$ cat config.mk
export PLATFORM = sky130hd
export DESIGN_NAME = byte_block_key_transform_core
export DESIGN_NICKNAME = d
export VERILOG_FILES = /design/src/design/bbkt_pkg.sv /design/src/design/bbkt_ctrl.sv /design/src/design/bbkt_dp.sv /design/src/design/byte_block_key_transform_core.sv
export SDC_FILE = /design/constraint.sdc
export NUM_CORES = 2
export LEC_CHECK = 0
export BUFFER_PORTS_ARGS = -buffer_cell sky130_fd_sc_hd__buf_4
export CAP_MARGIN = 15
export CELL_PAD_IN_SITES_DETAIL_PLACEMENT = 0
export CELL_PAD_IN_SITES_GLOBAL_PLACEMENT = 1
export CORE_UTILIZATION = 27
export DETAILED_ROUTE_END_ITERATION = 8
export PLACE_DENSITY_LB_ADDON = 0.1
export SYNTH_ARGS = -nofsm -noshare
export SYNTH_HDL_FRONTEND = slang
export SYNTH_HIERARCHICAL = 1
export SYNTH_SLANG_ARGS = --single-unit
$ cat constraint.sdc
create_clock -name i_clk -period 8.5 [get_ports i_clk]
set_input_delay 1.7 -clock i_clk [delete_from_list [all_inputs] [get_ports i_clk]]
set_output_delay 1.7 -clock i_clk [all_outputs]
set_load 0.01 [all_outputs]
$ cat src/design/bbkt_pkg.sv
`timescale 1ns / 1ps
// ----------------------------------------------------------------------------
// bbkt_pkg
// Shared types, register indexes and mode codes of the byte block transform.
// ----------------------------------------------------------------------------
package bbkt_pkg;

    localparam int KEY_MAX   = 8;
    localparam int GROUP_MAX = 8;

    // Configuration register indexes
    localparam logic [2:0] CFG_MODE       = 3'd0;
    localparam logic [2:0] CFG_KEY_BYTES  = 3'd1;
    localparam logic [2:0] CFG_KEY_LENGTH = 3'd2;
    localparam logic [2:0] CFG_BIG_ENDIAN = 3'd3;
    localparam logic [2:0] CFG_SEQ_START  = 3'd4;
    localparam logic [2:0] CFG_SEQ_END    = 3'd5;
    localparam logic [2:0] CFG_SEQ_STEP   = 3'd6;
    localparam logic [2:0] CFG_SEQ_WSIZE  = 3'd7;

    // Mode codes
    localparam logic [3:0] MODE_XOR   = 4'd0;
    localparam logic [3:0] MODE_ADD   = 4'd1;
    localparam logic [3:0] MODE_SUB   = 4'd2;
    localparam logic [3:0] MODE_MUL   = 4'd3;
    localparam logic [3:0] MODE_REPL  = 4'd4;
    localparam logic [3:0] MODE_DIV   = 4'd5;
    localparam logic [3:0] MODE_SHR   = 4'd6;
    localparam logic [3:0] MODE_SHL   = 4'd7;
    localparam logic [3:0] MODE_OR    = 4'd8;
    localparam logic [3:0] MODE_AND   = 4'd9;
    localparam logic [3:0] MODE_SWAP2 = 4'd10;
    localparam logic [3:0] MODE_SWAP4 = 4'd11;
    localparam logic [3:0] MODE_SWAP8 = 4'd12;
    localparam logic [3:0] MODE_SEQ   = 4'd13;

    typedef struct packed {
        logic [7:0] data_in;
        logic       last_in;
    } t_in;

    typedef struct packed {
        logic [7:0] data_out;
        logic       last_out;
        logic       bad_key;
    } t_out;

    // Controller -> datapath
    typedef struct packed {
        logic       acc;          // input transaction accepted
        logic       use_port;     // operate on port data, else on latched byte
        logic       div_byte;     // start byte divide
        logic       div_mod;      // start step modulo reduction
        logic       div_step;     // one divider iteration
        logic       load_single;  // commit single result to output register
        logic       load_emit;    // commit one swap buffer entry
        logic [2:0] emit_addr;
        logic       emit_last;
    } t_cmd;

    // Datapath -> controller
    typedef struct packed {
        logic       swap;
        logic       swap_full;
        logic [3:0] fill_next;
        logic       need_div;
        logic       need_mod;
        logic       div_last;
        logic       out_free;
    } t_sts;

endpackage

$ cat src/design/bbkt_ctrl.sv
`timescale 1ns / 1ps
// ----------------------------------------------------------------------------
// bbkt_ctrl
// Sequencer: accepts bytes, runs the divider, drains swap groups.
// ----------------------------------------------------------------------------
module bbkt_ctrl (
    input  logic           i_clk,
    input  logic           i_rst_n,
    input  logic           i_in_valid,
    input  logic           i_in_last,
    input  bbkt_pkg::t_sts i_sts,
    output logic           o_in_stall,
    output bbkt_pkg::t_cmd o_cmd
);

    localparam logic [1:0] S_IDLE = 2'd0;
    localparam logic [1:0] S_DIV  = 2'd1;
    localparam logic [1:0] S_FIN  = 2'd2;
    localparam logic [1:0] S_EMIT = 2'd3;

    logic [1:0] r_state, n_state;
    logic [2:0] r_eidx, n_eidx;
    logic [3:0] r_en, n_en;
    logic       r_rev, n_rev;
    logic       r_elast, n_elast;
    logic       acc;
    logic       emit_done;

    assign acc        = (r_state == S_IDLE) && i_in_valid && i_sts.out_free;
    assign o_in_stall = !((r_state == S_IDLE) && i_sts.out_free);
    assign emit_done  = ({1'b0, r_eidx} == (r_en - 4'd1));

    always_comb begin
        n_state = r_state;
        n_eidx  = r_eidx;
        n_en    = r_en;
        n_rev   = r_rev;
        n_elast = r_elast;

        o_cmd           = '0;
        o_cmd.acc       = acc;
        o_cmd.use_port  = (r_state == S_IDLE);
        o_cmd.emit_addr = r_rev ? 3'(r_en - 4'd1 - {1'b0, r_eidx}) : r_eidx;
        o_cmd.emit_last = emit_done && r_elast;

        case (r_state)
            S_IDLE: begin
                if (acc) begin
                    if (i_sts.swap) begin
                        if (i_sts.swap_full || i_in_last) begin
                            n_state = S_EMIT;
                            n_eidx  = 3'd0;
                            n_en    = i_sts.fill_next;
                            n_rev   = i_sts.swap_full;
                            n_elast = i_in_last;
                        end
                    end else if (i_sts.need_div) begin
                        o_cmd.div_byte = 1'b1;
                        n_state        = S_DIV;
                    end else if (i_sts.need_mod) begin
                        o_cmd.div_mod = 1'b1;
                        n_state       = S_DIV;
                    end else begin
                        o_cmd.load_single = 1'b1;
                    end
                end
            end
            S_DIV: begin
                o_cmd.div_step = 1'b1;
                if (i_sts.div_last) begin
                    n_state = S_FIN;
                end
            end
            S_FIN: begin
                if (i_sts.out_free) begin
                    o_cmd.load_single = 1'b1;
                    n_state           = S_IDLE;
                end
            end
            S_EMIT: begin
                if (i_sts.out_free) begin
                    o_cmd.load_emit = 1'b1;
                    n_eidx          = r_eidx + 3'd1;
                    if (emit_done) begin
                        n_state = S_IDLE;
                    end
                end
            end
            default: begin
                n_state = S_IDLE;
            end
        endcase
    end

    always_ff @(posedge i_clk) begin
        if (!i_rst_n) begin
            r_state <= S_IDLE;
            r_eidx  <= 3'd0;
            r_en    <= 4'd0;
            r_rev   <= 1'b0;
            r_elast <= 1'b0;
        end else begin
            r_state <= n_state;
            r_eidx  <= n_eidx;
            r_en    <= n_en;
            r_rev   <= n_rev;
            r_elast <= n_elast;
        end
    end

endmodule

$ cat src/design/bbkt_dp.sv
`timescale 1ns / 1ps
// ----------------------------------------------------------------------------
// bbkt_dp
// Datapath: config registers, key ops, divider, sequence state, swap buffer.
// ----------------------------------------------------------------------------
module bbkt_dp (
    input  logic            i_clk,
    input  logic            i_rst_n,
    input  logic            i_cfg_we,
    input  logic [2:0]      i_cfg_idx,
    input  logic [63:0]     i_cfg_data,
    input  bbkt_pkg::t_in   i_in,
    input  logic            i_out_stall,
    input  bbkt_pkg::t_cmd  i_cmd,
    output bbkt_pkg::t_sts  o_sts,
    output logic            o_out_valid,
    output bbkt_pkg::t_out  o_out
);

    // config
    logic [3:0]  r_mode;
    logic [63:0] r_key;
    logic [3:0]  r_key_len;
    logic        r_big;
    logic [31:0] r_start;
    logic [31:0] r_end;
    logic [30:0] r_step;
    logic [3:0]  r_wsize;

    // progress
    logic [2:0]  r_key_pos, n_key_pos;
    logic [31:0] r_res, n_res;
    logic [63:0] r_word, n_word;
    logic [2:0]  r_bpos, n_bpos;
    logic [3:0]  r_fill, n_fill;
    logic        r_smod_ok, n_smod_ok;

    // latched input byte
    logic [7:0]  r_din;
    logic        r_lin;

    // divider
    logic [32:0] r_rem;
    logic [30:0] r_dvd;
    logic [32:0] r_dvs;
    logic [7:0]  r_quo;
    logic [4:0]  r_cnt;
    logic        r_div_mod;
    logic [33:0] div_trial;
    logic        div_ge;

    logic [7:0]  r_gbuf [bbkt_pkg::GROUP_MAX];

    logic        r_out_vld;
    bbkt_pkg::t_out r_out;

    // decoded
    logic [7:0]  cur_d;
    logic        cur_last;
    logic        cls_key, cls_swap, cls_seq;
    logic [3:0]  len;
    logic        bad;
    logic [2:0]  kidx;
    logic [7:0]  kbyte;
    logic [7:0]  key_res;
    logic [15:0] prod;
    logic [3:0]  wsize;
    logic [30:0] step;
    logic [3:0]  grp;
    logic [3:0]  fill_next;
    logic        swap_full;
    logic [33:0] diff;
    logic [32:0] dif;
    logic [32:0] res_sum;
    logic [63:0] wsum;
    logic [7:0]  seq_res;
    logic [7:0]  single_d;
    logic        out_free;

    assign cur_d    = i_cmd.use_port ? i_in.data_in : r_din;
    assign cur_last = i_cmd.use_port ? i_in.last_in : r_lin;

    assign cls_key  = (r_mode <= bbkt_pkg::MODE_AND);
    assign cls_swap = (r_mode inside {bbkt_pkg::MODE_SWAP2, bbkt_pkg::MODE_SWAP4,
                                      bbkt_pkg::MODE_SWAP8});
    assign cls_seq  = (r_mode == bbkt_pkg::MODE_SEQ);

    // key length clamp and the reversal check
    always_comb begin
        if (r_key_len == 4'd0) begin
            len = 4'd1;
        end else if (r_key_len > 4'(bbkt_pkg::KEY_MAX)) begin
            len = 4'(bbkt_pkg::KEY_MAX);
        end else begin
            len = r_key_len;
        end
    end

    assign bad   = !r_big && !(len inside {4'd1, 4'd2, 4'd4, 4'd8});
    assign kidx  = r_big ? r_key_pos : 3'(len - 4'd1 - {1'b0, r_key_pos});
    assign kbyte = r_key[{kidx, 3'b000} +: 8];
    assign prod  = cur_d * kbyte;

    always_comb begin
        case (r_mode)
            bbkt_pkg::MODE_XOR:  key_res = cur_d ^ kbyte;
            bbkt_pkg::MODE_ADD:  key_res = cur_d + kbyte;
            bbkt_pkg::MODE_SUB:  key_res = cur_d - kbyte;
            bbkt_pkg::MODE_MUL:  key_res = prod[7:0];
            bbkt_pkg::MODE_REPL: key_res = kbyte;
            bbkt_pkg::MODE_DIV:  key_res = (kbyte == 8'd0) ? 8'd0 : r_quo;
            bbkt_pkg::MODE_SHR:  key_res = (kbyte >= 8'd8) ? 8'd0 : (cur_d >> kbyte[2:0]);
            bbkt_pkg::MODE_SHL:  key_res = (kbyte >= 8'd8) ? 8'd0 : (cur_d << kbyte[2:0]);
            bbkt_pkg::MODE_OR:   key_res = cur_d | kbyte;
            default:             key_res = cur_d & kbyte;
        endcase
    end

    // sequence
    assign wsize = (r_wsize == 4'd0) ? 4'd1 : r_wsize;
    assign step  = (r_step == 31'd0) ? 31'd1 : r_step;
    assign diff  = {{2{r_end[31]}}, r_end} - {{2{r_start[31]}}, r_start} + 34'd1;
    assign dif   = ($signed(r_end) > $signed(r_start)) ? diff[32:0] : 33'd255;
    // r_dvs holds the modulus once the step has been reduced
    assign res_sum = {1'b0, r_res} + {1'b0, r_rem[31:0]};
    assign wsum    = r_word + {{32{r_start[31]}}, r_start};

    always_comb begin
        if (wsize == 4'd1) begin
            seq_res = r_res[7:0] + r_start[7:0];
        end else if (wsize inside {4'd2, 4'd4, 4'd8}) begin
            seq_res = wsum[{r_bpos, 3'b000} +: 8];
        end else begin
            seq_res = cur_d;
        end
    end

    always_comb begin
        if (cls_key) begin
            single_d = bad ? cur_d : key_res;
        end else if (cls_seq) begin
            single_d = seq_res;
        end else begin
            single_d = cur_d;
        end
    end

    // swap group size
    always_comb begin
        case (r_mode)
            bbkt_pkg::MODE_SWAP2: grp = 4'd2;
            bbkt_pkg::MODE_SWAP4: grp = 4'd4;
            default:              grp = 4'd8;
        endcase
    end
    assign fill_next = r_fill + 4'd1;
    assign swap_full = (fill_next == grp);

    // divider iteration
    assign div_trial = {r_rem, r_dvd[30]};
    assign div_ge    = (div_trial >= {1'b0, r_dvs});

    assign out_free = !r_out_vld || !i_out_stall;

    always_comb begin
        o_sts           = '0;
        o_sts.swap      = cls_swap;
        o_sts.swap_full = swap_full;
        o_sts.fill_next = fill_next;
        o_sts.need_div  = cls_key && (r_mode == bbkt_pkg::MODE_DIV) && !bad;
        o_sts.need_mod  = cls_seq && (wsize == 4'd1) && !r_smod_ok;
        o_sts.div_last  = (r_cnt == 5'd1);
        o_sts.out_free  = out_free;
    end

    // progress state
    always_comb begin
        n_key_pos = r_key_pos;
        n_res     = r_res;
        n_word    = r_word;
        n_bpos    = r_bpos;
        n_fill    = r_fill;
        n_smod_ok = r_smod_ok;

        if (i_cfg_we) begin
            n_key_pos = 3'd0;
            n_res     = 32'd0;
            n_word    = 64'd0;
            n_bpos    = 3'd0;
            n_fill    = 4'd0;
            n_smod_ok = 1'b0;
        end else begin
            if (i_cmd.div_step && (r_cnt == 5'd1) && r_div_mod) begin
                n_smod_ok = 1'b1;
            end
            if (i_cmd.acc && cls_swap) begin
                n_fill = (swap_full || i_in.last_in) ? 4'd0 : fill_next;
            end
            if (i_cmd.load_single) begin
                if (cls_key && !bad) begin
                    n_key_pos = ({1'b0, r_key_pos} + 4'd1 >= len) ? 3'd0 : r_key_pos + 3'd1;
                end
                if (cls_seq) begin
                    if (wsize == 4'd1) begin
                        n_res = (res_sum >= r_dvs) ? 32'(res_sum - r_dvs) : res_sum[31:0];
                    end else if (wsize inside {4'd2, 4'd4, 4'd8}) begin
                        if ({1'b0, r_bpos} + 4'd1 >= wsize) begin
                            n_bpos = 3'd0;
                            n_word = r_word + {33'd0, step};
                        end else begin
                            n_bpos = r_bpos + 3'd1;
                        end
                    end
                end
            end
            // block end
            if ((i_cmd.load_single && cur_last) ||
                (i_cmd.acc && cls_swap && i_in.last_in)) begin
                n_key_pos = 3'd0;
                n_res     = 32'd0;
                n_word    = 64'd0;
                n_bpos    = 3'd0;
                n_fill    = 4'd0;
            end
        end
    end

    always_ff @(posedge i_clk) begin
        if (!i_rst_n) begin
            r_mode    <= bbkt_pkg::MODE_XOR;
            r_key     <= 64'd0;
            r_key_len <= 4'd1;
            r_big     <= 1'b0;
            r_start   <= 32'd0;
            r_end     <= 32'd255;
            r_step    <= 31'd1;
            r_wsize   <= 4'd1;
            r_key_pos <= 3'd0;
            r_res     <= 32'd0;
            r_word    <= 64'd0;
            r_bpos    <= 3'd0;
            r_fill    <= 4'd0;
            r_smod_ok <= 1'b0;
            r_cnt     <= 5'd0;
            r_div_mod <= 1'b0;
            r_out_vld <= 1'b0;
        end else begin
            if (i_cfg_we) begin
                case (i_cfg_idx)
                    bbkt_pkg::CFG_MODE:       r_mode    <= i_cfg_data[3:0];
                    bbkt_pkg::CFG_KEY_BYTES:  r_key     <= i_cfg_data;
                    bbkt_pkg::CFG_KEY_LENGTH: r_key_len <= i_cfg_data[3:0];
                    bbkt_pkg::CFG_BIG_ENDIAN: r_big     <= i_cfg_data[0];
                    bbkt_pkg::CFG_SEQ_START:  r_start   <= i_cfg_data[31:0];
                    bbkt_pkg::CFG_SEQ_END:    r_end     <= i_cfg_data[31:0];
                    bbkt_pkg::CFG_SEQ_STEP:   r_step    <= i_cfg_data[30:0];
                    bbkt_pkg::CFG_SEQ_WSIZE:  r_wsize   <= i_cfg_data[3:0];
                    default:                  r_mode    <= r_mode;
                endcase
            end
            r_key_pos <= n_key_pos;
            r_res     <= n_res;
            r_word    <= n_word;
            r_bpos    <= n_bpos;
            r_fill    <= n_fill;
            r_smod_ok <= n_smod_ok;

            if (i_cmd.div_byte) begin
                r_cnt     <= 5'd8;
                r_div_mod <= 1'b0;
            end else if (i_cmd.div_mod) begin
                r_cnt     <= 5'd31;
                r_div_mod <= 1'b1;
            end else if (i_cmd.div_step) begin
                r_cnt <= r_cnt - 5'd1;
            end

            if (i_cmd.load_single || i_cmd.load_emit) begin
                r_out_vld <= 1'b1;
            end else if (!i_out_stall) begin
                r_out_vld <= 1'b0;
            end
        end
    end

    // payload registers
    always_ff @(posedge i_clk) begin
        if (i_cmd.acc) begin
            r_din <= i_in.data_in;
            r_lin <= i_in.last_in;
        end
        if (i_cmd.acc && cls_swap) begin
            r_gbuf[r_fill[2:0]] <= i_in.data_in;
        end

        if (i_cmd.div_byte) begin
            r_rem <= 33'd0;
            r_dvd <= {cur_d, 23'd0};
            r_dvs <= {25'd0, kbyte};
        end else if (i_cmd.div_mod) begin
            r_rem <= 33'd0;
            r_dvd <= step;
            r_dvs <= dif;
        end else if (i_cmd.div_step) begin
            r_rem <= div_ge ? 33'(div_trial - {1'b0, r_dvs}) : div_trial[32:0];
            r_dvd <= {r_dvd[29:0], 1'b0};
            r_quo <= {r_quo[6:0], div_ge};
        end

        if (i_cmd.load_single) begin
            r_out.data_out <= single_d;
            r_out.last_out <= cur_last;
            r_out.bad_key  <= cls_key && bad;
        end else if (i_cmd.load_emit) begin
            r_out.data_out <= r_gbuf[i_cmd.emit_addr];
            r_out.last_out <= i_cmd.emit_last;
            r_out.bad_key  <= 1'b0;
        end
    end

    assign o_out_valid = r_out_vld;
    assign o_out       = r_out;

endmodule

$ cat src/design/byte_block_key_transform_core.sv
`timescale 1ns / 1ps
// A key, pass-through or sequence byte shows at the output in the cycle after
//   acceptance, one byte per cycle sustained unless the output stalls. Divide mode
//   stalls input while its 8-step restoring divider runs. Only the first byte-word
//   sequence byte after reset or a config write runs a 31-step modulus reduction of the step.
// Swap modes stall input while a full group or block tail (1 to 8 bytes) drains, one
//   byte per cycle unless the output stalls, once the sequencer enters its emit state.
// Reset: synchronous, active low; config and state registers take defaults, no clear pass.
// ----------------------------------------------------------------------------
// byte_block_key_transform_core
// Streams a byte block, combining each byte with a cyclic key, byte-swapping
// groups, or replacing the block with an arithmetic sequence.
// ----------------------------------------------------------------------------
module byte_block_key_transform_core (
    input  logic           i_clk,
    input  logic           i_rst_n,
    // configuration write port
    input  logic           i_cfg_we,
    input  logic [2:0]     i_cfg_idx,
    input  logic [63:0]    i_cfg_data,
    // input byte transactions
    input  logic           i_in_valid,
    output logic           o_in_stall,
    input  bbkt_pkg::t_in  i_in,
    // result transactions
    output logic           o_out_valid,
    input  logic           i_out_stall,
    output bbkt_pkg::t_out o_out
);

    // Controller decides what happens to each accepted transaction; the
    // datapath owns config, progress counters, the divider, swap buffer and
    // the output register. Input is taken whenever the sequencer is idle
    // and the output register is empty or draining this cycle.
    bbkt_pkg::t_cmd cmd;
    bbkt_pkg::t_sts sts;

    bbkt_ctrl u_ctrl (
        .i_clk      (i_clk),
        .i_rst_n    (i_rst_n),
        .i_in_valid (i_in_valid),
        .i_in_last  (i_in.last_in),
        .i_sts      (sts),
        .o_in_stall (o_in_stall),
        .o_cmd      (cmd)
    );

    bbkt_dp u_dp (
        .i_clk       (i_clk),
        .i_rst_n     (i_rst_n),
        .i_cfg_we    (i_cfg_we),
        .i_cfg_idx   (i_cfg_idx),
        .i_cfg_data  (i_cfg_data),
        .i_in        (i_in),
        .i_out_stall (i_out_stall),
        .i_cmd       (cmd),
        .o_sts       (sts),
        .o_out_valid (o_out_valid),
        .o_out       (o_out)
    );

endmodule
* Word level (Yosys, flattened, before mapping) *
Memories as Yosys holds them, arrays and structs flattened.
Index checks and enable logic that the tools add are counted.

operators by class
  $add $sub $neg = 21
  multiply operators = 1
  div/mod/pow operators = 0
  order comparisons = 8
  equal/unequal tests = 43
  shifts and indexed selects = 4
  muxes and demuxes = 67
  bitwise gates (word level) = 7
  reduce and logical (&&, ||, !) cells = 62

operator list
  operator                 count
  $shiftx A64 B7 Y8        2
  $mux W31                 4
  $mux W8                  11
  $pmux W8 S9              1
  $mux W33                 2
  $add A64 B31 Y64         1
  $add A64 B64 Y64         1
  $ge A34 B33 Y1           1
  $add A32 B32 Y33         1
  $add A33 B1 Y33 const B  1
  $ge A33 B33 Y1           1
  $sub A32 B32 Y33         1
  $sub A33 B33 Y33         1
  $gt A32 B32 Y1           1
  $mux W32                 1
  $sub A32 B32 Y32         1
  $logic_not A31 Y1        1
  $eq A4 B4 Y1 const B     7
  $eq A4 B3 Y1 const B     6
  $mux W2                  12
  $mux W3                  8
  $mux W10                 2
  $mux W4                  5
  $reduce_and A2 Y1        9
  other kinds (56)         132

storage, ports and cells
  flip-flop bits (word level) = 421
  latch bits = 0
  bits in writable memories = 64
  ROM bits = 0
  input port bits = 81
  memories kept = 1

memory list
  name         depth  width  read ports  clocked after memory_dff  write ports  RTL line       source
  u_dp.r_gbuf  8      8      1           0                         1            bbkt_dp.sv:52  logic [7:0] r_gbuf [bbkt_pkg::GROUP_MAX];

* Depth between registers and ports, before layout *
  depth after elaboration = 16
  depth in mapped cells = 29

* Modules after synthesis *
The synthesis kept the hierarchy.

modules (own cells, without submodules)
  module     times used  cells an instance  area each (sq um)  sequential area each (sq um)
  bbkt_dp    1           4,376              35,824.4           10,560.1
  bbkt_ctrl  1           90                 778.2              220.2

* Worst setup path before layout *
OpenSTA, ideal clock, no wires.

  path kind = flip-flop to flip-flop
  start point = register u_dp.r_key_len[2]
  end point = register u_dp.r_out, in the netlist u_dp/o_out[9], data pin
  data arrival time = 6.288 ns
  data required time = 8.237 ns
  setup slack = 1.949 ns
  stages on the path, launching flop included = 28
  path buffers = 0
  period minus slack after synthesis = 6.551 ns
  path through = dfxtp_1 -> nor2_1 -> nor2_1 -> nor2_1 -> ha_1 -> fa_1 -> and4bb_1 -> a21oi_4 -> xor2_4 -> mux4_2 -> inv_1 -> nand2_1 -> fa_1 -> fa_1 -> inv_1 -> fa_1 -> inv_1 -> fa_1 -> inv_1 -> ha_1 -> a21oi_1 -> xnor2_1 -> xnor2_1 -> xnor2_1 -> xnor2_1 -> xnor2_1 -> o32ai_1 -> a2111o_1

between the ends
  cells in the longest elaborated chain, start to end = 14
  elaborated cells on any way between the ends = 38

ends and longest elaborated chain
  what                                                                    RTL line        source
  start, declared                                                         bbkt_dp.sv:23   logic [3:0] r_key_len;
  start signal, assigned                                                  bbkt_dp.sv:252  bbkt_pkg::CFG_KEY_LENGTH: r_key_len <= i_cfg_data[3:0];
  $gt A4 B4 Y1                                                            bbkt_dp.sv:92   end else if (r_key_len > 4'(bbkt_pkg::KEY_MAX)) begin
  $mux W4                                                                 bbkt_dp.sv:92
  $mux W4 *                                                               bbkt_dp.sv:90   if (r_key_len == 4'd0) begin
  parallel branches: the longest is 10 deep, another holds $mul A8 B8 Y8  n/a
  $mux W10 *                                                              bbkt_dp.sv:310  if (i_cmd.load_single) begin
  end, declared                                                           bbkt_dp.sv:55   bbkt_pkg::t_out r_out;

Every way passes the cells marked *.
A chain may end at the register's enable or synchronous reset.

* Worst setup path in the final report *
Ends and elaborated chain as after synthesis.

==> impl_summary.txt <==
----------------------------------------------------
[Status]
  Run status ... completed

[Synthesis]
  Post-Synthesis Cells ... approximately 4500
  Count of distinct cell types in the synthesized netlist ... between 100 and 150
  Adder and majority gate portion of the synthesized area ... 13.1%
  Async S/R FF share, synth ... 0%
  Share of the synthesized area in compound gates (AO/OA/AOI/OAI) ... 22.0%
  XOR/XNOR Fraction of Synth Area ... under 10%
  Post-synth net total ... 4908
  Per-instance average area after synthesis ... 8.20 sq um
  Warnings from Yosys ... 6
  Dominant combinational cell family by area after synthesis ... compound AO/OA/AOI/OAI gates
  Mux cell area share after synthesis ... 5.65%
  Post-Synth Simple-Gate Area ... 17.9%
  Post-synthesis sequential element count ... 485
  Post-synth design cell area ... 36600 sq um
  Number of flops mapped to enable cells by yosys ... about 110
  Top FF cell, synth ... dfxtp_1
  Sequential share of the synthesized area ... 29.5%

[Die]
  Core Area ... 134000 sq um
  Die area ... approximately 140000 sq um
  Number of I/O pins ... 93
  Effective utilization at floorplan ... 27.3%
  Number of core rows ... 134
  Die H ... 370 um
  Die width ... 370 um

[Worst setup path]
  Endpoint type of the worst setup path ... flip-flop
  Arrival time reported for the critical path endpoint ... ~7.6 ns
  Critical path class ... flip-flop to flip-flop
  Critical path destination ... u_dp/o_out[9]
  Worst Setup Start Kind ... flip-flop
  Source of the worst register-to-register timing path ... u_dp/r_key_len[2]
  Destination of the worst register-to-register timing path ... u_dp/o_out[9]
  Reg2reg path depth ... 27
  CP required ... 8.88 ns
  Worst-path fanout max ... 9
  R2r setup slk ... 1.26 ns
  Start point of the critical path ... u_dp/r_key_len[2]

[Timing]
  Total Neg Setup Slack ... 0 ns
  Slew at the pin with the worst max-slew slack ... 1.16 ns
  Final count of hold timing violations ... 0
  Clk_skew ... 0.0309 ns
  Worst slew margin relative to its limit ... 21.9%
  Maximum clock frequency ... 138 MHz
  Number of max-slew violations in the final report ... 0
  Worst path setup slack after routing ... ~1.3 ns
  Number of endpoints failing setup at the final stage ... 0
  RSZ-0062 raised after global routing ... false
  Final critical delay including setup and external delays ... roughly 7.2 ns
  Post-route clock period utilization ... between 80% and 90%

[Global routing]
  Via count of the first global-routing pass ... 31300
  Number of antenna violations at the first check in global routing ... 2
  Maximum number of pins on one net before global-route repair ... 108
  GRT Residual Overflow ... 0
  First-pass GRT wire length ... approximately 220000 um
  All-layer global routing usage ... 21.3%

[Route]
  TritonRoute pass-1 iters ... 8
  Residual antenna-violating net count after detailed routing ... 0
  Total number of vias ... 32200
  Detailed-route wire length ... 147000 um
  Post-route DRC violation count ... 0
  Number of design-rule violations left by the first detailed-router iteration ... 2106
  Routed wirelength normalized by instance count ... 23.5 um
  Vias per cell ... 5.13

[Power and ir drop]
  Clock network fraction of total power ... 47.7%
  Total leakage power ... 0.0162 uW
  Proportion of power drawn by flip-flops and latches ... roughly two fifths
  Pint ... 4510 uW
  NetSw ... ~1800 uW
  Gate power share ... 13.3%
  Highest ir drop seen on vdd ... ~0.11 mV
  Power consumption ... 6280 uW
  Proportion of total power due to net switching ... 28.3%
  Power density over the cells ... 152 nW/um^2

[Flow run]
  Number of max-cap violations ... 0

[Clock tree]
  Hold_buf cts ... 0
  H-tree levels ... 3
  Number of sinks driven by the clock tree ... between 400 and 500
  Post-cts sizing count ... 0
  Clock latency reported for the late side of the worst-skew pair ... 0.67 ns
  TritonCTS clock tree ... yes
  Max Buffers Root-to-Sink ... 3
  Number of buffers added by the clock tree synthesis step ... 68
  Post-CTS setup repair buffer count ... 0
  Clk pin slew, worst setup/hold paths ... ~0.06 ns
  Cell chosen for the clock root ... clkbuf_16

[Placement]
  Hpwl dp ... between 100000 and 150000 um
  Routability congestion estimate from global placement ... 0.892
  Port buffer count ... 92
  Worst slack, placed ... about 1.3 ns
  Placement Cell Area ... 39100 sq um

[Final layout]
  Layout area overhead ... 13.2%
  Finished Core Util ... 30.9%
  Fin area ... slightly above 40000 sq um
  Net count of the finished layout ... 4898
  Antenna diodes ... 0
  Share of final-layout standard cells stronger than drive strength 1 ... under 10%

[Worst hold path]
  Worst hold-check path type ... flip-flop to flip-flop

----------------------------------------------------
==> worst max-delay path: stages, from the launching register on <==
cell and delay (ns):
dfxtp_1 0.40, nor2_1 0.06, nor2_1 0.09, nor2_1 0.07, ha_1 0.20, fa_1 0.39, and4bb_1 0.24, a21oi_4 0.17
xor2_4 0.40, mux4_2 0.73, inv_1 0.24, nand2_1 0.11, fa_1 0.46, fa_1 0.54, inv_1 0.05, fa_1 0.48
inv_1 0.05, fa_1 0.52, inv_1 0.04, ha_1 0.31, a21oi_1 0.17, xnor2_1 0.20, xnor2_1 0.13, xnor2_1 0.21
xnor2_1 0.16, xnor2_1 0.14, o32ai_1 0.08, a2111o_1 0.30
==> through the flow <==
stage / hold WS [ns] / cells
after global placement: 0.439 / 6154
after floorplan: 0.426 / 4466
after CTS: 0.469 / 6276
after detailed placement: 0.457 / 6154
after global routing: 0.482 / 6276
final: 0.468 / 6276
==> cell usage in the layout, fill, tap and decap left out, types with 33 or more instances in the layout <==
| cell | instances |
|---|---|
| o22ai_1 | 41 |
| dfxtp_1 | 377 |
| buf_4 | 150 |
| nand2b_1 | 44 |
| o21a_1 | 34 |
| nand4_1 | 44 |
| o21bai_1 | 37 |
| nor2b_1 | 46 |
| a21boi_0 | 160 |
| inv_1 | 255 |
| xnor2_1 | 168 |
| clkbuf_16 | 71 |
| o21ai_0 | 219 |
| a211oi_1 | 69 |
| fa_1 | 37 |
| nor2_1 | 379 |
| nand3_1 | 82 |
| nand2_1 | 604 |
| xor2_1 | 93 |
| a21o_1 | 73 |
| ha_1 | 324 |
| and3_1 | 33 |
| mux2i_1 | 119 |
| o211ai_1 | 37 |
| nor3_1 | 98 |
| a31oi_1 | 44 |
| edfxtp_1 | 107 |
| a21oi_1 | 339 |
==> worst min path at each step <==
stage,slack (ns),start,cells past startpoint,to
2_1_floorplan,0.43,u_dp/r_quo[3],0,u_dp/r_quo[4]
3_3_place_gp,0.44,u_dp/r_quo[4],0,u_dp/r_quo[5]
3_5_place_dp,0.46,u_dp/r_quo[1],0,u_dp/r_quo[2]
4_1_cts,0.47,u_dp/r_quo[1],0,u_dp/r_quo[2]
5_1_grt,0.48,u_dp/r_quo[4],0,u_dp/r_quo[5]
6_report,0.47,u_dp/r_key[33],2,u_dp/r_key[33]
==> synth_stat cells, types with 25 or more instances <==
master	n	area (sq um)
a211oi_1	69	518
a21boi_0	160	1200
a21o_1	73	548
a21oi_1	341	1710
a31oi_1	45	282
and3_1	33	206
clkbuf_1	179	672
dfxtp_1	378	7570
edfxtp_1	107	3210
fa_1	37	741
ha_1	324	4050
inv_1	255	957
mux2i_1	122	1220
mux4_2	30	676
nand2_1	605	2270
nand2b_1	44	275
nand3_1	83	415
nand4_1	44	275
nor2_1	384	1440
nor2b_1	46	288
nor3_1	103	515
o211ai_1	37	278
o21a_1	34	255
o21ai_0	220	1100
o21bai_1	37	278
o22ai_1	41	257
or3_1	25	156
xnor2_1	168	1470
xor2_1	93	815
==> per-layer routing <==
metal  vias to the layer above  wire length [um]  GRT usage (%)
met4                         0              3200           5.58
met3                       140              4580           2.15
li1                      15900                 -              -
met1                     15600             72400           29.9
met2                       561             67300           34.4
met5                         -                 0              0
==> final cells by class <==
class / count / area, sq um
Inverter: 261 / 981
Tap cell: 1768 / 2210
Clock inverter: 24 / 324
Timing Repair Buffer: 151 / 1150
Fill cell: 14200 / 92500
Multi-Input combinational cell: 3489 / 24000
Sequential cell: 485 / 10800
Clock buffer: 98 / 2000
==> power by group through the flow <==
stage,registers (uW),clock network [uW],logic [uW]
after floorplan,2470,0,522
after global placement,2500,0,846
after detailed placement,2500,0,837
after CTS,2450,3110,841
after global routing,2450,3190,912
final,2450,3000,837
==> state kept, by name, summed over array words and instances, names as in the netlist, 2 cells and up <==
signal	count
u_ctrl/r_eidx	3
u_ctrl/r_en	4
u_ctrl/r_state	2
u_dp/o_out	10
u_dp/r_bpos	3
u_dp/r_cnt	5
u_dp/r_din	8
u_dp/r_dvd	31
u_dp/r_dvs	33
u_dp/r_end	32
u_dp/r_fill	4
u_dp/r_gbuf	64
u_dp/r_key	64
u_dp/r_key_len	4
u_dp/r_key_pos	3
u_dp/r_mode	4
u_dp/r_quo	8
u_dp/r_rem	33
u_dp/r_res	32
u_dp/r_start	32
u_dp/r_step	31
u_dp/r_word	64
u_dp/r_wsize	4
==> cells by family (layout without fill, tap and decap cells) <==
family / Yosys count / in the layout
buffers and inverters: 492 / 534
XOR/XNOR: 265 / 265
AO/OA/AOI/OAI: 1234 / 1234
adder cells (fa/ha/maj): 362 / 362
flip-flops: 485 / 485
AND/OR/NAND/NOR: 1463 / 1463
multiplexers: 165 / 165
No activity file was read; power rests on OpenSTA's default activity.
